`src/sv/hbs_pkg.sv`:
```
// Shared constants, control types and the lerp function of the heightfield sampler.
package hbs_pkg;

    localparam int CFG_SIDE_W = 9;
    localparam int STEP_W     = 16;
    localparam int COORD_W    = 16;
    localparam int LEVEL_W    = 16;
    localparam int FRAC_W     = 8;
    localparam int CELL_W     = 8;
    localparam int CFG_IDX_W  = 2;
    localparam int GRID_W     = COORD_W + STEP_W - FRAC_W;
    localparam int IN_DATA_W  = 2 * CELL_W + LEVEL_W + 2 * COORD_W;

    localparam logic [CFG_IDX_W-1:0] CFG_GRID_WIDTH   = 2'd0;
    localparam logic [CFG_IDX_W-1:0] CFG_GRID_HEIGHT  = 2'd1;
    localparam logic [CFG_IDX_W-1:0] CFG_INVERSE_STEP = 2'd2;

    localparam logic CMD_LOAD  = 1'b0;
    localparam logic CMD_QUERY = 1'b1;

    typedef struct packed {
        logic              query;
        logic              bad;
        logic [FRAC_W-1:0] fx;
        logic [FRAC_W-1:0] fz;
        logic              x0p;
        logic              x1p;
        logic              z0p;
        logic              z1p;
    } t_query_ctl;

    typedef struct packed {
        logic [LEVEL_W-1:0] level;
        logic               bad;
    } t_result;

    function automatic logic [LEVEL_W-1:0] lerp(
        input logic [LEVEL_W-1:0] a,
        input logic [LEVEL_W-1:0] b,
        input logic [FRAC_W-1:0]  f
    );
        logic [LEVEL_W+FRAC_W:0]   pa;
        logic [LEVEL_W+FRAC_W:0]   pb;
        logic [LEVEL_W+FRAC_W+1:0] s;
        pa = (LEVEL_W + FRAC_W + 1)'(a) * (LEVEL_W + FRAC_W + 1)'(9'd256 - 9'(f));
        pb = (LEVEL_W + FRAC_W + 1)'(b) * (LEVEL_W + FRAC_W + 1)'(f);
        s  = (LEVEL_W + FRAC_W + 2)'(pa) + (LEVEL_W + FRAC_W + 2)'(pb)
           + (LEVEL_W + FRAC_W + 2)'(128);
        return s[LEVEL_W+FRAC_W-1:FRAC_W];
    endfunction

endpackage

```
`src/sv/hbs_blend.sv`:
```
// Picks the four corners from the banks, lerps along x, and lerps the two rows along z.
module hbs_blend
    import hbs_pkg::*;
#(
    parameter int LEVEL_BITS = 16
) (
    input  logic                                            i_clk,
    input  logic                                            i_rst_n,
    input  logic                                            i_adv,
    input  logic                                            i_valid,
    input  t_query_ctl                                      i_ctl,
    input  logic [3:0][((LEVEL_BITS < LEVEL_W) ? LEVEL_BITS : LEVEL_W)-1:0] i_rd_data,
    output logic                                            o_valid,
    output t_result                                         o_result
);

    localparam int SB = (LEVEL_BITS < LEVEL_W) ? LEVEL_BITS : LEVEL_W;

    logic [SB-1:0]      w_v0;
    logic [SB-1:0]      w_v1;
    logic [SB-1:0]      w_v2;
    logic [SB-1:0]      w_v3;
    logic [LEVEL_W-1:0] n_bot;
    logic [LEVEL_W-1:0] n_top;

    always_comb begin
        w_v0  = i_rd_data[{i_ctl.z0p, i_ctl.x0p}];
        w_v1  = i_rd_data[{i_ctl.z1p, i_ctl.x0p}];
        w_v2  = i_rd_data[{i_ctl.z0p, i_ctl.x1p}];
        w_v3  = i_rd_data[{i_ctl.z1p, i_ctl.x1p}];
        n_bot = lerp(LEVEL_W'(w_v0), LEVEL_W'(w_v2), i_ctl.fx);
        n_top = lerp(LEVEL_W'(w_v1), LEVEL_W'(w_v3), i_ctl.fx);
    end

    logic               r4_valid;
    logic [LEVEL_W-1:0] r4_bot;
    logic [LEVEL_W-1:0] r4_top;
    logic [FRAC_W-1:0]  r4_fz;
    logic               r4_bad;

    always_ff @(posedge i_clk) begin
        if (!i_rst_n) begin
            r4_valid <= 1'b0;
        end else if (i_adv) begin
            r4_valid <= i_valid;
        end
    end

    always_ff @(posedge i_clk) begin
        if (i_adv) begin
            r4_bot <= n_bot;
            r4_top <= n_top;
            r4_fz  <= i_ctl.fz;
            r4_bad <= i_ctl.bad;
        end
    end

    assign o_valid        = r4_valid;
    assign o_result.level = lerp(r4_bot, r4_top, r4_fz);
    assign o_result.bad   = r4_bad;

endmodule

```
`config.mk`:
```
export PLATFORM = sky130hd
export DESIGN_NAME = hbs_blend
export DESIGN_NICKNAME = d
export VERILOG_FILES = /design/src/sv/hbs_pkg.sv /design/src/sv/hbs_blend.sv
export SDC_FILE = /design/constraint.sdc
export NUM_CORES = 2
export LEC_CHECK = 0
export ABC_AREA = 1
export BUFFER_PORTS_ARGS = -buffer_cell sky130_fd_sc_hd__buf_2
export CAP_MARGIN = 20
export CORE_UTILIZATION = 28
export CTS_CLUSTER_SIZE = 30
export DETAILED_ROUTE_END_ITERATION = 10
export GPL_TIMING_DRIVEN = 1
export PLACE_DENSITY = 0.52
export REMOVE_ABC_BUFFERS = 1
export SYNTH_ARGS = -nofsm -noshare
export SYNTH_HDL_FRONTEND = slang
export SYNTH_SLANG_ARGS = --single-unit
```
`constraint.sdc`:
```
create_clock -name i_clk -period 10.3 [get_ports i_clk]
set_input_delay 1.545 -clock i_clk [delete_from_list [all_inputs] [get_ports i_clk]]
set_output_delay 1.545 -clock i_clk [all_outputs]
set_load 0.01 [all_outputs]
```
==> run_results.csv <==
group,metric,value,unit
synth,synth_seq_cells,42,
synth,synth_top_area_share,44.1,%
sta,fin_skew,0,ps
outcome,failed_checks,"design-rule violations",
run,maxCapViolCount,0,
global_route,gr-total-overflow,0,
route,dr_total_vias,23800,
worst_setup_path,end_kind,"output port",
synth,yosys_most_used_dff,"edfxtp_1",
clocking,post_cts_buffers,0,
sta,rsz0062_at_grt,"no",
clocking,clock-sinks,42,
min_path,worst_hold_path_type,"flip-flop to flip-flop",
route,top_layer,"met4",
route,drtIter0Drc,1324,
global_route,grt_max_degree,45,
sta,relSlewSlack,24.1,%
route,drtPass1Iterations,11,
sta,worst_pin_slew,1130,ps
synth,ys_types,40,
clocking,clk_latency,320,ps
worst_setup_path,worst_ep_required_time,8760,ps
global_route,antenna_found_initial,2,
sta,tns,0,ps
floorplanning,rows,119,
route,wl_met2,41600,um
layout,syn_to_final_growth,7.51,%
outcome,outcome,"complete, but fails checks",
route,drc,2,
global_route,groute.usage.overall,16.7,%
floorplanning,initial_core_util,28.3,%
layout,drive_above_1_share,4.78,%
clocking,htree_levels,2,
clocking,clkTransAtPathRegs,80,ps
floorplanning,dieArea,108000,um^2
placed_design,hpwlAfterDp,76100,um
synth,yosys_warnings,0,
floorplanning,die_w,329,um
worst_setup_path,worst_ep_arrival_time,7550,ps
floorplanning,die_h,329,um
synth,yosysSeqAreaShare,4.18,%
synth,synthArstFlopShare,0,%
layout,fin_nets,4952,
route,ant_nets,0,
synth,yosysTopAreaCell,"fa_1",
route,wirelength,88700,um
synth,synth_area_leaders,"fa_1 (44%), inv_1 (13%), ha_1 (13%)",
layout,final_cell_mix,"inv_1 (1,057), nand2_1 (871), fa_1 (660), nor2_1 (393), ha_1 (311)",
sta,finalMaxSlewViolations,0,
worst_setup_path,crit_type,"flip-flop to output port",
clocking,cts_made_buffers,5,
sta,finalCriticalPeriod,9090,ps
placed_design,place.gp.congestion,0.898,
route,viasPerCell,4.50,
clocking,clock_path_buffers,2,
floorplanning,core,106000,um^2
clocking,cts_root_buffer,"clkbuf_16",
route,wl_per_cell,16.8,um
synth,synth_area,29900,um^2
route,met1_length,41100,um
synth,syn_area_per_cell,7.76,um^2
placed_design,io_buffer_count,106,
sta,hold_viol_final,0,
global_route,grt_pass1_wl,141000,um
layout,antenna_cells,0,
clocking,cts_tree,"yes",
synth,synth_edf_count,41,
clocking,hold_buffers,0,
floorplanning,ios,108,
layout,mostFrequentLayoutCell,"inv_1",
worst_setup_path,path_max_fanout,19,
sta,finalSetupViolCount,0,
clocking,cts-resized-gates,0,
worst_setup_path,cp-start-kind,"flip-flop",
route,wl_met3,4300,um
synth,synth_cells,3859,
sta,fmax,0.110,GHz
sta,period_share,88.3,%
global_route,grt_pass1_vias,24900,
-- worst max-delay path: stages (launching register included) --
cell and delay, ps:
edfxtp_1 800, nor3_2 320, inv_2 50, or2_4 230, o21ai_0 140, nand2_1 290
inv_1 360, nand2_1 110, fa_1 490, inv_1 50, fa_1 530, inv_1 50
fa_1 490, inv_1 50, fa_1 530, inv_1 50, fa_1 470, inv_1 50
fa_1 400, ha_1 390, inv_1 120, o21ai_0 120, a31oi_1 220, nand2_1 110
a21oi_1 260, o21bai_1 110, xor2_1 240, buf_2 190
-- sequential cells by signal, summed over array words and instances, names as in the netlist --
| name | count |
|---|---|
| o_valid | 1 |
| r4_bot | 16 |
| r4_top | 16 |
| r4_fz | 8 |
| r4_bad | 1 |
-- worst paths after layout --
check	cells past startpoint	slack, ps	startpoint	endpoint
max reg2reg	2	9650	o_valid	o_valid
min	2	550	o_valid	o_valid
max	27	1210	r4_fz[2]	o_result[5]
min reg2reg	2	550	o_valid	o_valid
-- stage by stage --
step / cell area (um^2) / std cells / hold WS, ps / setup slack (ps) / utilization [%]
after floorplan: 29400 / 3738 / 555 / 1330 / -
after global placement: 32000 / 5275 / 528 / 1320 / 30.3
after detailed placement: 32000 / 5275 / 537 / 1340 / 30.3
after CTS: 32200 / 5283 / 559 / 1180 / 30.4
after global routing: 32200 / 5283 / 614 / 764 / 30.4
final: 32200 / 5283 / 550 / 1210 / 30.4
-- per-layer routing --
layer  up-vias  track usage (%)
li1      11200                -
met5         -                0
met4         0             3.27
met3        75             1.25
met1     11900             23.4
met2       625             28.3
-- synth_stat cells, drive strengths merged (4+ instances only) --
library cell and count:
clkinv 7, xor2 27, a21o 5, a21oi 67, a211oi 4, clkbuf 96
nand3 59, mux2i 12, nand2 882, nor2 394, nor3 16, edfxtp 41
xnor2 19, nor4 9, ha 311, nand4 11, or2 11, inv 1063
fa 660, a31oi 5, buf 25, nand3b 4, o21bai 10, o21ai 112
-- area by class of cell --
class                      instances  area [um^2]
clock buffer                       6          129
tap                             1391         1740
fill                           11600        73500
clock inverter                     2         13.8
inverter                        1070         4020
sequential                        42         1250
multi-input combinational       2626        24200
timing repair buffer             146          831
-- kinds of logic after synthesis --
family	count (synthesis)	synth area share, %
compound gates	208	3.70
xor+xnor	46	1.35
fa+ha+maj	971	57.1
buf+inv	1191	15.0
flops	42	4.18
mux	12	0.401
simple gates	1389	18.2
Power is not shown: default switching activity piles up to over one toggle a cycle in this logic, so the estimate is an artifact.
