**src/sv/hbs_pkg.sv**
```systemverilog
// Shared constants, control types and the lerp function of the heightfield sampler.
package hbs_pkg;

    localparam int CFG_SIDE_W = 9;
    localparam int STEP_W     = 16;
    localparam int COORD_W    = 16;
    localparam int LEVEL_W    = 16;
    localparam int FRAC_W     = 8;
    localparam int CELL_W     = 8;
    localparam int CFG_IDX_W  = 2;
    localparam int GRID_W     = COORD_W + STEP_W - FRAC_W;
    localparam int IN_DATA_W  = 2 * CELL_W + LEVEL_W + 2 * COORD_W;

    localparam logic [CFG_IDX_W-1:0] CFG_GRID_WIDTH   = 2'd0;
    localparam logic [CFG_IDX_W-1:0] CFG_GRID_HEIGHT  = 2'd1;
    localparam logic [CFG_IDX_W-1:0] CFG_INVERSE_STEP = 2'd2;

    localparam logic CMD_LOAD  = 1'b0;
    localparam logic CMD_QUERY = 1'b1;

    typedef struct packed {
        logic              query;
        logic              bad;
        logic [FRAC_W-1:0] fx;
        logic [FRAC_W-1:0] fz;
        logic              x0p;
        logic              x1p;
        logic              z0p;
        logic              z1p;
    } t_query_ctl;

    typedef struct packed {
        logic [LEVEL_W-1:0] level;
        logic               bad;
    } t_result;

    function automatic logic [LEVEL_W-1:0] lerp(
        input logic [LEVEL_W-1:0] a,
        input logic [LEVEL_W-1:0] b,
        input logic [FRAC_W-1:0]  f
    );
        logic [LEVEL_W+FRAC_W:0]   pa;
        logic [LEVEL_W+FRAC_W:0]   pb;
        logic [LEVEL_W+FRAC_W+1:0] s;
        pa = (LEVEL_W + FRAC_W + 1)'(a) * (LEVEL_W + FRAC_W + 1)'(9'd256 - 9'(f));
        pb = (LEVEL_W + FRAC_W + 1)'(b) * (LEVEL_W + FRAC_W + 1)'(f);
        s  = (LEVEL_W + FRAC_W + 2)'(pa) + (LEVEL_W + FRAC_W + 2)'(pb)
           + (LEVEL_W + FRAC_W + 2)'(128);
        return s[LEVEL_W+FRAC_W-1:FRAC_W];
    endfunction

endpackage

```
**src/sv/hbs_grid_map.sv**
```systemverilog
// Scales query positions to grid coordinates and forms the bank addresses of both item kinds.
module hbs_grid_map
    import hbs_pkg::*;
#(
    parameter int MAX_SIDE   = 256,
    parameter int LEVEL_BITS = 16
) (
    input  logic                                            i_clk,
    input  logic                                            i_rst_n,
    input  logic                                            i_adv,
    input  logic                                            i_valid,
    input  logic                                            i_cmd,
    input  logic [CELL_W-1:0]                               i_cell_column,
    input  logic [CELL_W-1:0]                               i_cell_row,
    input  logic [LEVEL_W-1:0]                              i_cell_level,
    input  logic [COORD_W-1:0]                              i_query_x,
    input  logic [COORD_W-1:0]                              i_query_z,
    input  logic [CFG_SIDE_W-1:0]                           i_grid_width,
    input  logic [CFG_SIDE_W-1:0]                           i_grid_height,
    input  logic [STEP_W-1:0]                               i_inverse_step,
    output logic                                            o_valid,
    output t_query_ctl                                      o_ctl,
    output logic [3:0][$clog2(((MAX_SIDE+1)/2)*((MAX_SIDE+1)/2))-1:0] o_rd_addr,
    output logic                                            o_wr_en,
    output logic [1:0]                                      o_wr_bank,
    output logic [$clog2(((MAX_SIDE+1)/2)*((MAX_SIDE+1)/2))-1:0] o_wr_addr,
    output logic [((LEVEL_BITS < LEVEL_W) ? LEVEL_BITS : LEVEL_W)-1:0] o_wr_data
);

    localparam int HALF = (MAX_SIDE + 1) / 2;
    localparam int AW   = $clog2(HALF * HALF);
    localparam int HW   = (HALF > 1) ? $clog2(HALF) : 1;
    localparam int IW   = $clog2(MAX_SIDE);
    localparam int SW   = $clog2(MAX_SIDE + 1);
    localparam int SB   = (LEVEL_BITS < LEVEL_W) ? LEVEL_BITS : LEVEL_W;

    function automatic logic [SW-1:0] clamp_side(input logic [CFG_SIDE_W-1:0] v);
        logic [31:0] wv;
        wv = 32'(v);
        if (wv < 32'd2) begin
            return SW'(2);
        end else if (wv > 32'(MAX_SIDE)) begin
            return SW'(MAX_SIDE);
        end
        return SW'(wv);
    endfunction

    logic                r1_valid;
    logic                r1_cmd;
    logic [GRID_W-1:0]   r1_gx;
    logic [GRID_W-1:0]   r1_gz;
    logic [CELL_W-1:0]   r1_col;
    logic [CELL_W-1:0]   r1_row;
    logic [SB-1:0]       r1_level;

    logic [GRID_W-1:0]   n1_gx;
    logic [GRID_W-1:0]   n1_gz;

    assign n1_gx = GRID_W'((32'(i_query_x) * 32'(i_inverse_step)) >> FRAC_W);
    assign n1_gz = GRID_W'((32'(i_query_z) * 32'(i_inverse_step)) >> FRAC_W);

    always_ff @(posedge i_clk) begin
        if (!i_rst_n) begin
            r1_valid <= 1'b0;
        end else if (i_adv) begin
            r1_valid <= i_valid;
        end
    end

    always_ff @(posedge i_clk) begin
        if (i_adv) begin
            r1_cmd   <= i_cmd;
            r1_gx    <= n1_gx;
            r1_gz    <= n1_gz;
            r1_col   <= i_cell_column;
            r1_row   <= i_cell_row;
            r1_level <= SB'(i_cell_level);
        end
    end

    logic [SW-1:0]             w_side_x;
    logic [SW-1:0]             w_side_z;
    logic [GRID_W-FRAC_W-1:0]  w_ip_x;
    logic [GRID_W-FRAC_W-1:0]  w_ip_z;
    logic                      w_bad_x;
    logic                      w_bad_z;
    logic [IW-1:0]             w_x0;
    logic [IW-1:0]             w_z0;
    logic                      w_xdup;
    logic                      w_zdup;
    logic [HW-1:0]             w_col_even;
    logic [HW-1:0]             w_col_odd;
    logic [HW-1:0]             w_row_even;
    logic [HW-1:0]             w_row_odd;
    logic                      w_load_ok;
    t_query_ctl                n2_ctl;
    logic [3:0][AW-1:0]        n2_rd_addr;

    always_comb begin
        w_side_x = clamp_side(i_grid_width);
        w_side_z = clamp_side(i_grid_height);
        w_ip_x   = r1_gx[GRID_W-1:FRAC_W];
        w_ip_z   = r1_gz[GRID_W-1:FRAC_W];
        w_bad_x  = 32'(w_ip_x) >= 32'(w_side_x);
        w_bad_z  = 32'(w_ip_z) >= 32'(w_side_z);
        w_x0     = w_bad_x ? IW'(w_side_x - SW'(1)) : IW'(w_ip_x);
        w_z0     = w_bad_z ? IW'(w_side_z - SW'(1)) : IW'(w_ip_z);
        w_xdup   = (32'(w_x0) + 32'd1) >= 32'(w_side_x);
        w_zdup   = (32'(w_z0) + 32'd1) >= 32'(w_side_z);

        w_col_even = HW'((32'(w_x0) + 32'd1) >> 1);
        w_col_odd  = HW'(32'(w_x0) >> 1);
        w_row_even = HW'((32'(w_z0) + 32'd1) >> 1);
        w_row_odd  = HW'(32'(w_z0) >> 1);

        n2_ctl.query = r1_cmd == CMD_QUERY;
        n2_ctl.bad   = w_bad_x | w_bad_z;
        n2_ctl.fx    = w_bad_x ? '0 : r1_gx[FRAC_W-1:0];
        n2_ctl.fz    = w_bad_z ? '0 : r1_gz[FRAC_W-1:0];
        n2_ctl.x0p   = w_x0[0];
        n2_ctl.x1p   = w_x0[0] ^ ~w_xdup;
        n2_ctl.z0p   = w_z0[0];
        n2_ctl.z1p   = w_z0[0] ^ ~w_zdup;

        for (int b = 0; b < 4; b++) begin
            n2_rd_addr[b] = AW'(32'(b[1] ? w_row_odd : w_row_even) * 32'(HALF)
                              + 32'(b[0] ? w_col_odd : w_col_even));
        end

        w_load_ok = (32'(r1_col) < 32'(MAX_SIDE)) && (32'(r1_row) < 32'(MAX_SIDE));
    end

    logic       r2_valid;
    logic       r2_wr_en;

    always_ff @(posedge i_clk) begin
        if (!i_rst_n) begin
            r2_valid <= 1'b0;
            r2_wr_en <= 1'b0;
        end else if (i_adv) begin
            r2_valid <= r1_valid;
            r2_wr_en <= r1_valid && (r1_cmd == CMD_LOAD) && w_load_ok;
        end
    end

    always_ff @(posedge i_clk) begin
        if (i_adv) begin
            o_ctl     <= n2_ctl;
            o_rd_addr <= n2_rd_addr;
            o_wr_bank <= {r1_row[0], r1_col[0]};
            o_wr_addr <= AW'(32'(r1_row >> 1) * 32'(HALF) + 32'(r1_col >> 1));
            o_wr_data <= r1_level;
        end
    end

    assign o_valid = r2_valid;
    assign o_wr_en = r2_wr_en;

endmodule

```
**config.mk**
```make
export PLATFORM = sky130hd
export DESIGN_NAME = hbs_grid_map
export DESIGN_NICKNAME = d
export VERILOG_FILES = /design/src/sv/hbs_pkg.sv /design/src/sv/hbs_grid_map.sv
export SDC_FILE = /design/constraint.sdc
export NUM_CORES = 1
export LEC_CHECK = 0
export BUFFER_PORTS_ARGS = -buffer_cell sky130_fd_sc_hd__buf_2
export CORE_UTILIZATION = 56
export CTS_CLUSTER_DIAMETER = 100
export CTS_CLUSTER_SIZE = 40
export DETAILED_ROUTE_END_ITERATION = 8
export PLACE_DENSITY = 0.79
export SYNTH_ARGS = -nofsm -noshare
export SYNTH_HDL_FRONTEND = slang
export SYNTH_SLANG_ARGS = --single-unit
```
**constraint.sdc**
```tcl
create_clock -name i_clk -period 5.65 [get_ports i_clk]
set_input_delay 0.2825 -clock i_clk [delete_from_list [all_inputs] [get_ports i_clk]]
set_output_delay 0.2825 -clock i_clk [all_outputs]
set_load 0.03 [all_outputs]
```
==> results of run 1 <==
## stage by stage
stage	setup TNS (ns)	setup slack, ns	cells
6_report	0	0.189	3255
5_1_grt	-0.00966	-0.00966	3255
4_1_cts	0	0.00863	3248
3_5_place_dp	-10.52	-0.591	3183
3_3_place_gp	-5.94	-0.431	3183
2_1_floorplan	-0.00910	-0.00910	2350
## final timing paths
check / to
setup / recovery: r1_gx[23]$_DFFE_PP_
hold / removal: o_wr_en$_SDFFE_PN0P_
setup reg to reg: o_ctl[0]$_DFFE_PP_
hold reg to reg: o_wr_addr[10]$_DFFE_PP_
## logic make-up (layout without fill, tap and decap cells)
kind of cell	Yosys count	count (layout)	share of synthesized area [%]
AOI/OAI and AO/OA	170	170	4.71
muxes	16	16	0.726
buffers and inverters	614	987	10.4
adders and majority gates	628	628	46.3
DFF	166	166	21.3
and+or+nand+nor	689	689	14.1
xor gates and xnor gates	67	67	2.52
## repair_timing
action / CTS / global route
hold buffers: 33 / 0
resized for setup: 5 / 40
hold endpoints to repair: 33 / 0
cloned: 0 / 4
pin swaps: 0 / 6
setup endpoints to repair: 6 / 20
buffers inserted: 0 / 3
## per-layer routing
metal | vias up | routed length (microns)
met2 | 596 | 25700
met4 | 0 | 1130
li1 | 7940 | -
met1 | 8679 | 21300
met3 | 92 | 3850
met5 | - | 0
## Yosys cell counts (2+ instances only)
cell type / instances / area [sq um]
a211oi_1: 6 / 45.0
a21o_1: 20 / 150
a21oi_1: 57 / 285
a21oi_2: 3 / 26.3
a31oi_1: 3 / 18.8
a41o_1: 2 / 20.0
a41oi_1: 2 / 17.5
and2_1: 192 / 1200
and3_1: 6 / 37.5
and4_1: 2 / 17.5
buf_4: 28 / 210
clkbuf_1: 84 / 315
dfxtp_1: 3 / 60.1
edfxtp_1: 163 / 4890
fa_1: 386 / 7730
ha_1: 242 / 3030
inv_1: 499 / 1870
mux2_2: 7 / 78.8
mux2i_1: 9 / 90.1
nand2_1: 374 / 1400
nand2b_1: 7 / 43.8
nand3_1: 21 / 105
nand3b_1: 4 / 30.0
nand4_1: 7 / 43.8
nor2_1: 40 / 150
nor2b_1: 11 / 68.8
nor3_1: 11 / 55.1
nor3_2: 2 / 20.0
nor3b_1: 2 / 15.0
nor4_1: 6 / 37.5
o211ai_1: 3 / 22.5
o21a_1: 7 / 52.6
o21ai_0: 27 / 135
o21ai_1: 5 / 25.0
o21bai_1: 8 / 60.1
o221ai_1: 4 / 35.0
o22ai_1: 4 / 25.0
o2bb2ai_1: 3 / 26.3
o31a_1: 2 / 17.5
o41a_1: 2 / 22.5
xnor2_1: 48 / 420
xor2_1: 19 / 166
## worst reg2reg max path, stage by stage (launching register included)
cell and delay [ns]:
edfxtp_1 0.43, ha_1 0.33, a21oi_1 0.12, o21ai_0 0.09, a21oi_1 0.20, o21ai_0 0.17, a31oi_2 0.28, buf_4 0.31
nand2_1 0.11, o21ai_0 0.13, ha_1 0.31, ha_1 0.30, a21o_1 0.16, a21oi_1 0.15, nor2b_1 0.06, o21ai_0 0.22
a21oi_1 0.12, o41a_1 0.38, xnor2_1 0.15
## area by class of cell
type | count | share of cell area, %
flip-flops and latches | 166 | 18.1
well taps | 532 | 2.44
multi-input cells | 1570 | 58.7
clock buffers | 22 | 1.70
clock inverters | 10 | 0.458
repair buffers | 454 | 11.7
inverters | 501 | 6.88
## state kept, by name, summed over array words and instances, names as in the netlist, 2 cells and up
register   count
o_wr_data     16
r1_gz         24
r1_col         8
r1_gx         24
r1_row         8
o_rd_addr     28
o_ctl         22
r1_level      16
o_wr_bank      2
o_wr_addr     14
## power by group
group	internal, mW	total, mW	switching (mW)
registers	2.26	2.36	0.0997
logic	7.01	14.2	7.18
clock network	0.676	1.17	0.491
total	9.94	17.7	7.77
## placed cells by master, fill, tap and decap left out, types with 19 or more instances in the layout
| master | synthesis | layout |
|---|---|---|
| ha_1 | 242 | 238 |
| clkbuf_16 | 0 | 21 |
| and2_1 | 192 | 192 |
| a21oi_1 | 57 | 56 |
| buf_4 | 28 | 198 |
| edfxtp_1 | 163 | 163 |
| buf_2 | 0 | 197 |
| xor2_1 | 19 | 19 |
| inv_1 | 499 | 499 |
| xnor2_1 | 48 | 48 |
| nor2_1 | 40 | 38 |
| dlygate4sd3_1 | 0 | 33 |
| a21o_1 | 20 | 20 |
| nand3_1 | 21 | 21 |
| nand2_1 | 374 | 373 |
| fa_1 | 386 | 385 |
| o21ai_0 | 27 | 27 |
==> metrics, run 1 <==
status=finished, final reports clean; global route hottest layer=met2; CP max FO=13; Post-synth EDFFs=163; nets@finish=3441; CP Data Arrival Time=5.66 ns; maxcap violations=0; Cell Area, Placed=26100 sq um; part of the cycle the worst path needs=96.7%; startpoint types=input port; number of fill cells in the layout=3146; Final Hold Fails=0; Final Setup Violations=0; DP HPWL=42300 microns; ant diodes=0; Clk Latency, worst-skew pair=0.46 ns; delay-heaviest family, CP=adder cells; initial antenna violation count=0; Top Ports=215; Setup crit start=i_query_x[8]; initial DRC count=941; Hold Path Stages=2; gpl congestion=0.896; critical path cell sequence=buf_4, and2_1, fa_1, inv_1, fa_1, inv_1, fa_1, inv_1, fa_1, fa_1, fa_1, inv_1, ha_4, a21oi_1, nand2_1, a41o_1, and3_1, a221oi_4, buf_4, o211ai_1, a21oi_1, xnor2_1; Worst Path Class, Setup=in -> reg; Worst Clk Skew=0.0123 ns; Synth-to-Final Area Change=17.6%; register area share after synthesis=21.3%; most used cell, CP=fa_1; Slew Viols, Final=0; Synth Cell Area=23300 sq um; met2 usage=43.7%; routed vias/inst=5.32; number of cells on the critical path=22; Gate Count Post-Synth=2350; GR Util met3=4.77%; largest net degree at the start of global routing=74; post-route ant nets=0; Reg2Reg Setup Slack=1.37 ns; CTS H-tree depth=4; worst-case reg-to-reg path depth=18; Hold Crit Class=in -> reg; clk sinks=166; core area=40900 sq um; GR Overflow Total=0; worst endpoint required time=5.85 ns; largest buffer count on any clock path=2; Post-synth ARST share=0%; drt pass-1 iters=8; standard-cell row count=74; Clk pin slew, worst setup/hold paths=0.06 ns; GRT Util Overall=25.8%; crit end category=flip-flop; Power, Total=17.7 mW; Max Clk Rate=183 MHz; Power Dens Cells=648 nW/um^2; drc violations=0; number of synthesized register bits=166; Die Area=42300 sq um; Synth cell types=61; Post-synth top flop=edfxtp_1; Final Util=66.8%; Vias=17307; Post-Route WL=52000 microns; syn nets=3081; Chip Width=206 microns; Slew @ Worst Pin=0.677 ns; IO buf count=214; global-route wire length before repair=86300 microns; final hold slack=0.0638 ns; Syn Area/Cell=9.90 sq um; Lkg Pwr=13.6 nW; hold path startpoint=i_rst_n; multi-input logic area=16000 sq um; Root Driver=clkbuf_16; post-route cell area=27300 sq um; WP buf/inv=6; FF+latch area=4950 sq um; post-layout min period=5.46 ns; Worst slew margin=54.4%; worst r2r src=r1_gz[10]$_DFFE_PP_; CTS tree=done; YS warnings=0; Avg WL per Cell=16.0 microns; Die Height=206 microns; Starting Density=56.8%; Num CTS Buffers=17; met1 Use GR=33.5%; number of global-route vias before repair=18546; critical path's slowest cell=fa_1; slowest stage delay, CP=0.56 ns; share of layout cells above drive strength 1=17.9%; VDD IR max=0.000857 V
No activity file was read; power rests on OpenSTA's default activity.
==> run 2, diff against run 1 <==
--- a/config.mk
+++ b/config.mk
@@ -5,12 +5,13 @@
 export SDC_FILE = /design/constraint.sdc
 export NUM_CORES = 1
 export LEC_CHECK = 0
+export ABC_AREA = 1
 export BUFFER_PORTS_ARGS = -buffer_cell sky130_fd_sc_hd__buf_2
-export CORE_UTILIZATION = 56
+export CORE_UTILIZATION = 57
 export CTS_CLUSTER_DIAMETER = 100
 export CTS_CLUSTER_SIZE = 40
 export DETAILED_ROUTE_END_ITERATION = 8
-export PLACE_DENSITY = 0.79
+export PLACE_DENSITY = 0.8
 export SYNTH_ARGS = -nofsm -noshare
 export SYNTH_HDL_FRONTEND = slang
 export SYNTH_SLANG_ARGS = --single-unit
==> run 2 against run 1 <==
Net effect:
- register-to-register slack better by 0.09 ns
- worst hold slack worse by 0.038 ns
- via count increased by 14%
- sequential cell count unchanged
- fmax grew 2.0%
- utilization down 2.2 points
- area after synthesis grew 6.9%
- synthesized cell count up 24%
- global-route usage grew 2.5 points
- sequential share of layout area fell by 0.31 points
- highest routed layer unchanged
==> metrics, run 2 <==
status=finished, final reports clean; worst r2r src=r1_gz[11]$_DFFE_PP_; syn nets=3641; Worst Clk Skew=0.0120 ns; placed insts=3687; nets@finish=3874; routed vias/inst=5.25; post-layout min period=5.36 ns; Synth-to-Final Area Change=11.9%; largest net degree at the start of global routing=104; gpl congestion=0.956; Num CTS Buffers=17; GRT Util Overall=28.3%; crit end category=flip-flop; number of fill cells in the layout=3508; Max Clk Rate=187 MHz; Final Setup Violations=0; largest buffer count on any clock path=2; top cells by area, synth=fa_1, edfxtp_1, ha_1; Slew @ Worst Pin=0.914 ns; Vias=19657; Post-Route WL=59400 microns; post-route ant nets=0; number of synthesized register bits=166; number of global-route vias before repair=20581; drt pass-1 iters=7; DP HPWL=49000 microns; CTS resizes=0; core area=43100 sq um; standard-cell row count=76; Worst Path Class, Setup=in -> reg; hold path startpoint=i_cmd; worst-case reg-to-reg path depth=24; CTS tree=done; startpoint types=input port; Reg2Reg Setup Slack=1.46 ns; RSZ-0062 raised after global routing=false; register area share after synthesis=19.9%; Clk Latency, worst-skew pair=0.45 ns; Post-synth top flop=edfxtp_1; initial DRC count=1315; drc violations=0; Slew Viols, Final=0; Post-Layout Cell Count=3741; Die Height=211 microns; Root Driver=clkbuf_16; worst endpoint required time=5.84 ns; post-synth top area share=31.1%; part of the cycle the worst path needs=94.8%; clk sinks=166; setup bufs post-CTS=0; Post-synth ARST share=0%; Worst slew margin=39.1%; IO buf count=214; CP max FO=16; Starting Density=57.7%; Synth cell types=49; Die Area=44500 sq um; CTS H-tree depth=4; Synth Cell Area=24900 sq um; Avg WL per Cell=15.9 microns; Hold Crit Class=in -> reg; commonest cells after routing, fill and taps aside=inv_1, nand2_1, fa_1; YS warnings=0; Chip Width=211 microns; GR Overflow Total=0; Gate Count Post-Synth=2910; Final Hold Fails=0; Hold Path Stages=1; global-route wire length before repair=99500 microns; Top Ports=215; Top reg by flops=o_rd_addr; Post-synth EDFFs=163; max reg flops=28; commonest non-fill, non-tap cell in the layout=inv_1; Reg-to-Reg End=o_ctl[0]$_DFFE_PP_; most instantiated cells after synthesis=inv_1, nand2_1, fa_1; share of layout cells above drive strength 1=13.5%; maxcap violations=0; initial antenna violation count=0; Clk pin slew, worst setup/hold paths=0.07 ns; CP Data Arrival Time=5.55 ns; biggest area consumer among synthesized cells=fa_1; ant diodes=0; Syn Area/Cell=8.54 sq um; Hold Path End=r1_cmd$_DFFE_PP_; top-count cell post-synth=inv_1; biggest regs=o_rd_addr x28, r1_gx x24, r1_gz x24
-- run 2: worst max path at each step --
stage                 startpoint                   to  slack, ns  depth (start not counted)
2_1_floorplan      i_query_z[14]  r1_gz[16]$_DFFE_PP_       0.04                         21
3_3_place_gp   i_inverse_step[1]  r1_gx[20]$_DFFE_PP_      -0.10                         20
3_5_place_dp   i_inverse_step[1]  r1_gx[20]$_DFFE_PP_      -0.15                         20
4_1_cts        i_inverse_step[1]  r1_gx[20]$_DFFE_PP_       0.32                         20
5_1_grt        i_inverse_step[4]  r1_gx[21]$_DFFE_PP_      0.007                         23
6_report       i_inverse_step[4]  r1_gz[16]$_DFFE_PP_       0.29                         20
-- run 2: timing repair --
item                                   CTS  global route
setup endpoints to repair                0             0
endpoints found under the hold margin   22             0
hold buffers                            22             0
-- run 2: metrics by stage --
step | TNS, ns | hold slack [ns] | setup slack [ns] | utilization, % | area, sq um
after global routing | 0 | 0.00680 | 0.00684 | 64.6 | 27800
final | 0 | 0.0260 | 0.293 | 64.6 | 27800
after floorplan | 0 | 0.381 | 0.0401 | - | 24900
after detailed placement | -0.934 | 0.405 | -0.148 | 62.6 | 27000
after CTS | 0 | 0.000744 | 0.316 | 64.6 | 27800
after global placement | -0.184 | 0.401 | -0.101 | 62.6 | 27000
-- run 2: logic make-up (layout without fill, tap and decap cells) --
family	count (synthesis)	count (layout)	share of synthesized area, %
flip-flops	166	166	19.9
AO/OA/AOI/OAI	180	180	4.27
XOR/XNOR	57	57	2.01
buffers and inverters	912	1158	14.3
AND/OR/NAND/NOR	967	967	16.3
adder cells (fa/ha/maj)	628	628	43.3
-- run 2: critical path: stages --
cell      delay, ns
buf_2          0.35
nand2_1        0.14
fa_1           0.56
inv_1          0.05
fa_1           0.47
inv_1          0.05
fa_1           0.50
inv_1          0.06
fa_1           0.53
inv_1          0.05
fa_1           0.45
fa_1           0.49
inv_1          0.04
ha_1           0.30
a21oi_1        0.22
a21boi_0       0.32
o221ai_1       0.20
a21o_1         0.22
a21oi_1        0.17
xnor2_1        0.10
-- run 2: layout make-up --
| class | count | area, sq um | area share (%) |
|---|---|---|---|
| repair buffers | 354 | 2230 | 8.03 |
| flip-flops and latches | 166 | 4950 | 17.8 |
| inverters | 772 | 2900 | 10.4 |
| multi-input cells | 1832 | 16400 | 58.8 |
| clock buffers | 18 | 429 | 1.54 |
| clock inverters | 14 | 210 | 0.756 |
| well taps | 585 | 732 | 2.63 |
-- run 2: metal layers --
| layer | wire length (microns) | track usage [%] | vias up |
|---|---|---|---|
| met4 | 1210 | 7.70 | 0 |
| met3 | 5740 | 5.20 | 117 |
| met2 | 28000 | 47.4 | 924 |
| met5 | 0 | 0 | - |
| li1 | - | - | 9108 |
| met1 | 24500 | 37.7 | 9508 |
Power of run 2 is not shown: default switching activity piles up to over one toggle a cycle in this logic, so the estimate is an artifact.
==> run 3, diff against run 2 <==
--- a/config.mk
+++ b/config.mk
@@ -12,6 +12,8 @@
 export CTS_CLUSTER_SIZE = 40
 export DETAILED_ROUTE_END_ITERATION = 8
 export PLACE_DENSITY = 0.8
+export RECOVER_POWER = 25
 export SYNTH_ARGS = -nofsm -noshare
 export SYNTH_HDL_FRONTEND = slang
 export SYNTH_SLANG_ARGS = --single-unit
+export TNS_END_PERCENT = 5
==> run 3 against run 2 <==
Net effect:
- the run now ends with capacitance limit, slew limit left
- final cell count did not move
- clock skew hardly changed
- non-clock buffer count did not move
- fmax down 0.47%
- count of clock-buffer cells in the layout stayed put
- die area stayed put
- sequential cell count is the same
- wire length about the same
- sequential share of layout area is essentially flat
==> metrics, run 3 (synthesis gave the netlist of run 2 again) <==
status=complete, but fails checks; failing checks=capacitance limit, slew limit; number of global-route vias before repair=20581; global-route wire length before repair=99500 microns; CTS tree=done; post-route ant nets=0; Starting Density=57.7%; commonest non-fill, non-tap cell in the layout=inv_1; Num CTS Buffers=17; Slew @ Worst Pin=5.33 ns; CTS resizes=0; DP HPWL=49000 microns; commonest cells after routing, fill and taps aside=inv_1, nand2_1, fa_1; biggest regs=o_rd_addr x28, r1_gx x24, r1_gz x24; hold path startpoint=i_cmd; gpl congestion=0.956; CTS H-tree depth=4; max reg flops=28; largest net degree at the start of global routing=104; CP max FO=16; Die Area=44500 sq um; Setup crit start=i_inverse_step[4]; post-route cell area=27800 sq um; Cell Area, Placed=27000 sq um; drt pass-1 iters=6; Max Clk Rate=186 MHz; maxcap violations=1; Clk pin slew, worst setup/hold paths=0.07 ns; crit end category=flip-flop; initial DRC count=1269; ant diodes=0; CP Data Arrival Time=5.57 ns; Avg WL per Cell=15.9 microns; Die Height=211 microns; Worst Clk Skew=0.0121 ns; routed vias/inst=5.25; worst r2r src=r1_gz[11]$_DFFE_PP_; initial antenna violation count=0; Chip Width=211 microns; Final Setup Violations=0; multi-input logic area=16400 sq um; Hold Crit Class=in -> reg; GRT Util Overall=28.3%; startpoint types=input port; Top Ports=215; GR Overflow Total=0; number of fill cells in the layout=3509; standard-cell row count=76; part of the cycle the worst path needs=95.3%; hold_buf cts=22; core area=43100 sq um; Worst slew margin=-255%; Vias=19628; Worst Path Class, Setup=in -> reg; Final Hold Fails=0; drc violations=0; share of layout cells above drive strength 1=13.5%; IO buf count=214; nets@finish=3874; setup bufs post-CTS=0; largest buffer count on any clock path=2; Root Driver=clkbuf_16; Slew Viols, Final=104; Post-Route WL=59500 microns; post-layout min period=5.38 ns; FF+latch area=4950 sq um; clk sinks=166; Synth-to-Final Area Change=11.8%; worst endpoint required time=5.84 ns; RSZ-0062 raised after global routing=false; Clk Latency, worst-skew pair=0.45 ns; Top reg by flops=o_rd_addr
[run 3: final timing paths]
check | end | depth (start not counted) | slack (ns)
min | r1_cmd$_DFFE_PP_ | 1 | 0.02
min reg2reg | o_wr_addr[8]$_DFFE_PP_ | 0 | 0.41
max | r1_gz[16]$_DFFE_PP_ | 19 | 0.27
max reg2reg | o_ctl[0]$_DFFE_PP_ | 24 | 1.46
[run 3: area by class of cell]
cell class                 instances  share of cell area, %
clock buffer                      18                   1.54
clock inverter                    14                  0.756
inverter                         772                   10.4
multi-input combinational       1832                   58.8
sequential                       166                   17.8
tap                              585                   2.63
timing repair buffer             354                   8.00
[run 3: critical path: stages]
cell and delay (ns):
buf_2 0.36, buf_4 0.26, nand2_1 0.09, fa_1 0.55, inv_1 0.05, fa_1 0.48
inv_1 0.06, fa_1 0.48, fa_1 0.54, inv_1 0.05, fa_1 0.38, fa_1 0.46
ha_1 0.33, a21o_1 0.21, a21boi_0 0.29, o221ai_1 0.20, a21o_1 0.22, a21oi_1 0.17
xnor2_1 0.10
[run 3: stage by stage]
step / TNS (ns) / instances / util [%] / worst slack [ns] / hold slack [ns]
6_report: 0 / 3741 / 64.6 / 0.268 / 0.0246
5_1_grt: 0 / 3741 / 64.6 / 0.00684 / 0.00680
4_1_cts: 0 / 3741 / 64.6 / 0.316 / 0.000744
3_5_place_dp: -0.934 / 3687 / 62.6 / -0.148 / 0.405
3_3_place_gp: -0.184 / 3687 / 62.6 / -0.101 / 0.401
2_1_floorplan: 0 / 2910 / - / 0.0401 / 0.381
[run 3: metal layers]
metal  vias to the layer above  track usage (%)  share of wire (%)
met5                         -                0                  0
met1                      9473             37.7                 41
met3                       110             5.20                9.9
met2                       941             47.4                 47
li1                       9104                -                  -
met4                         0             7.70                2.0
Power of run 3 is left out for the same reason.
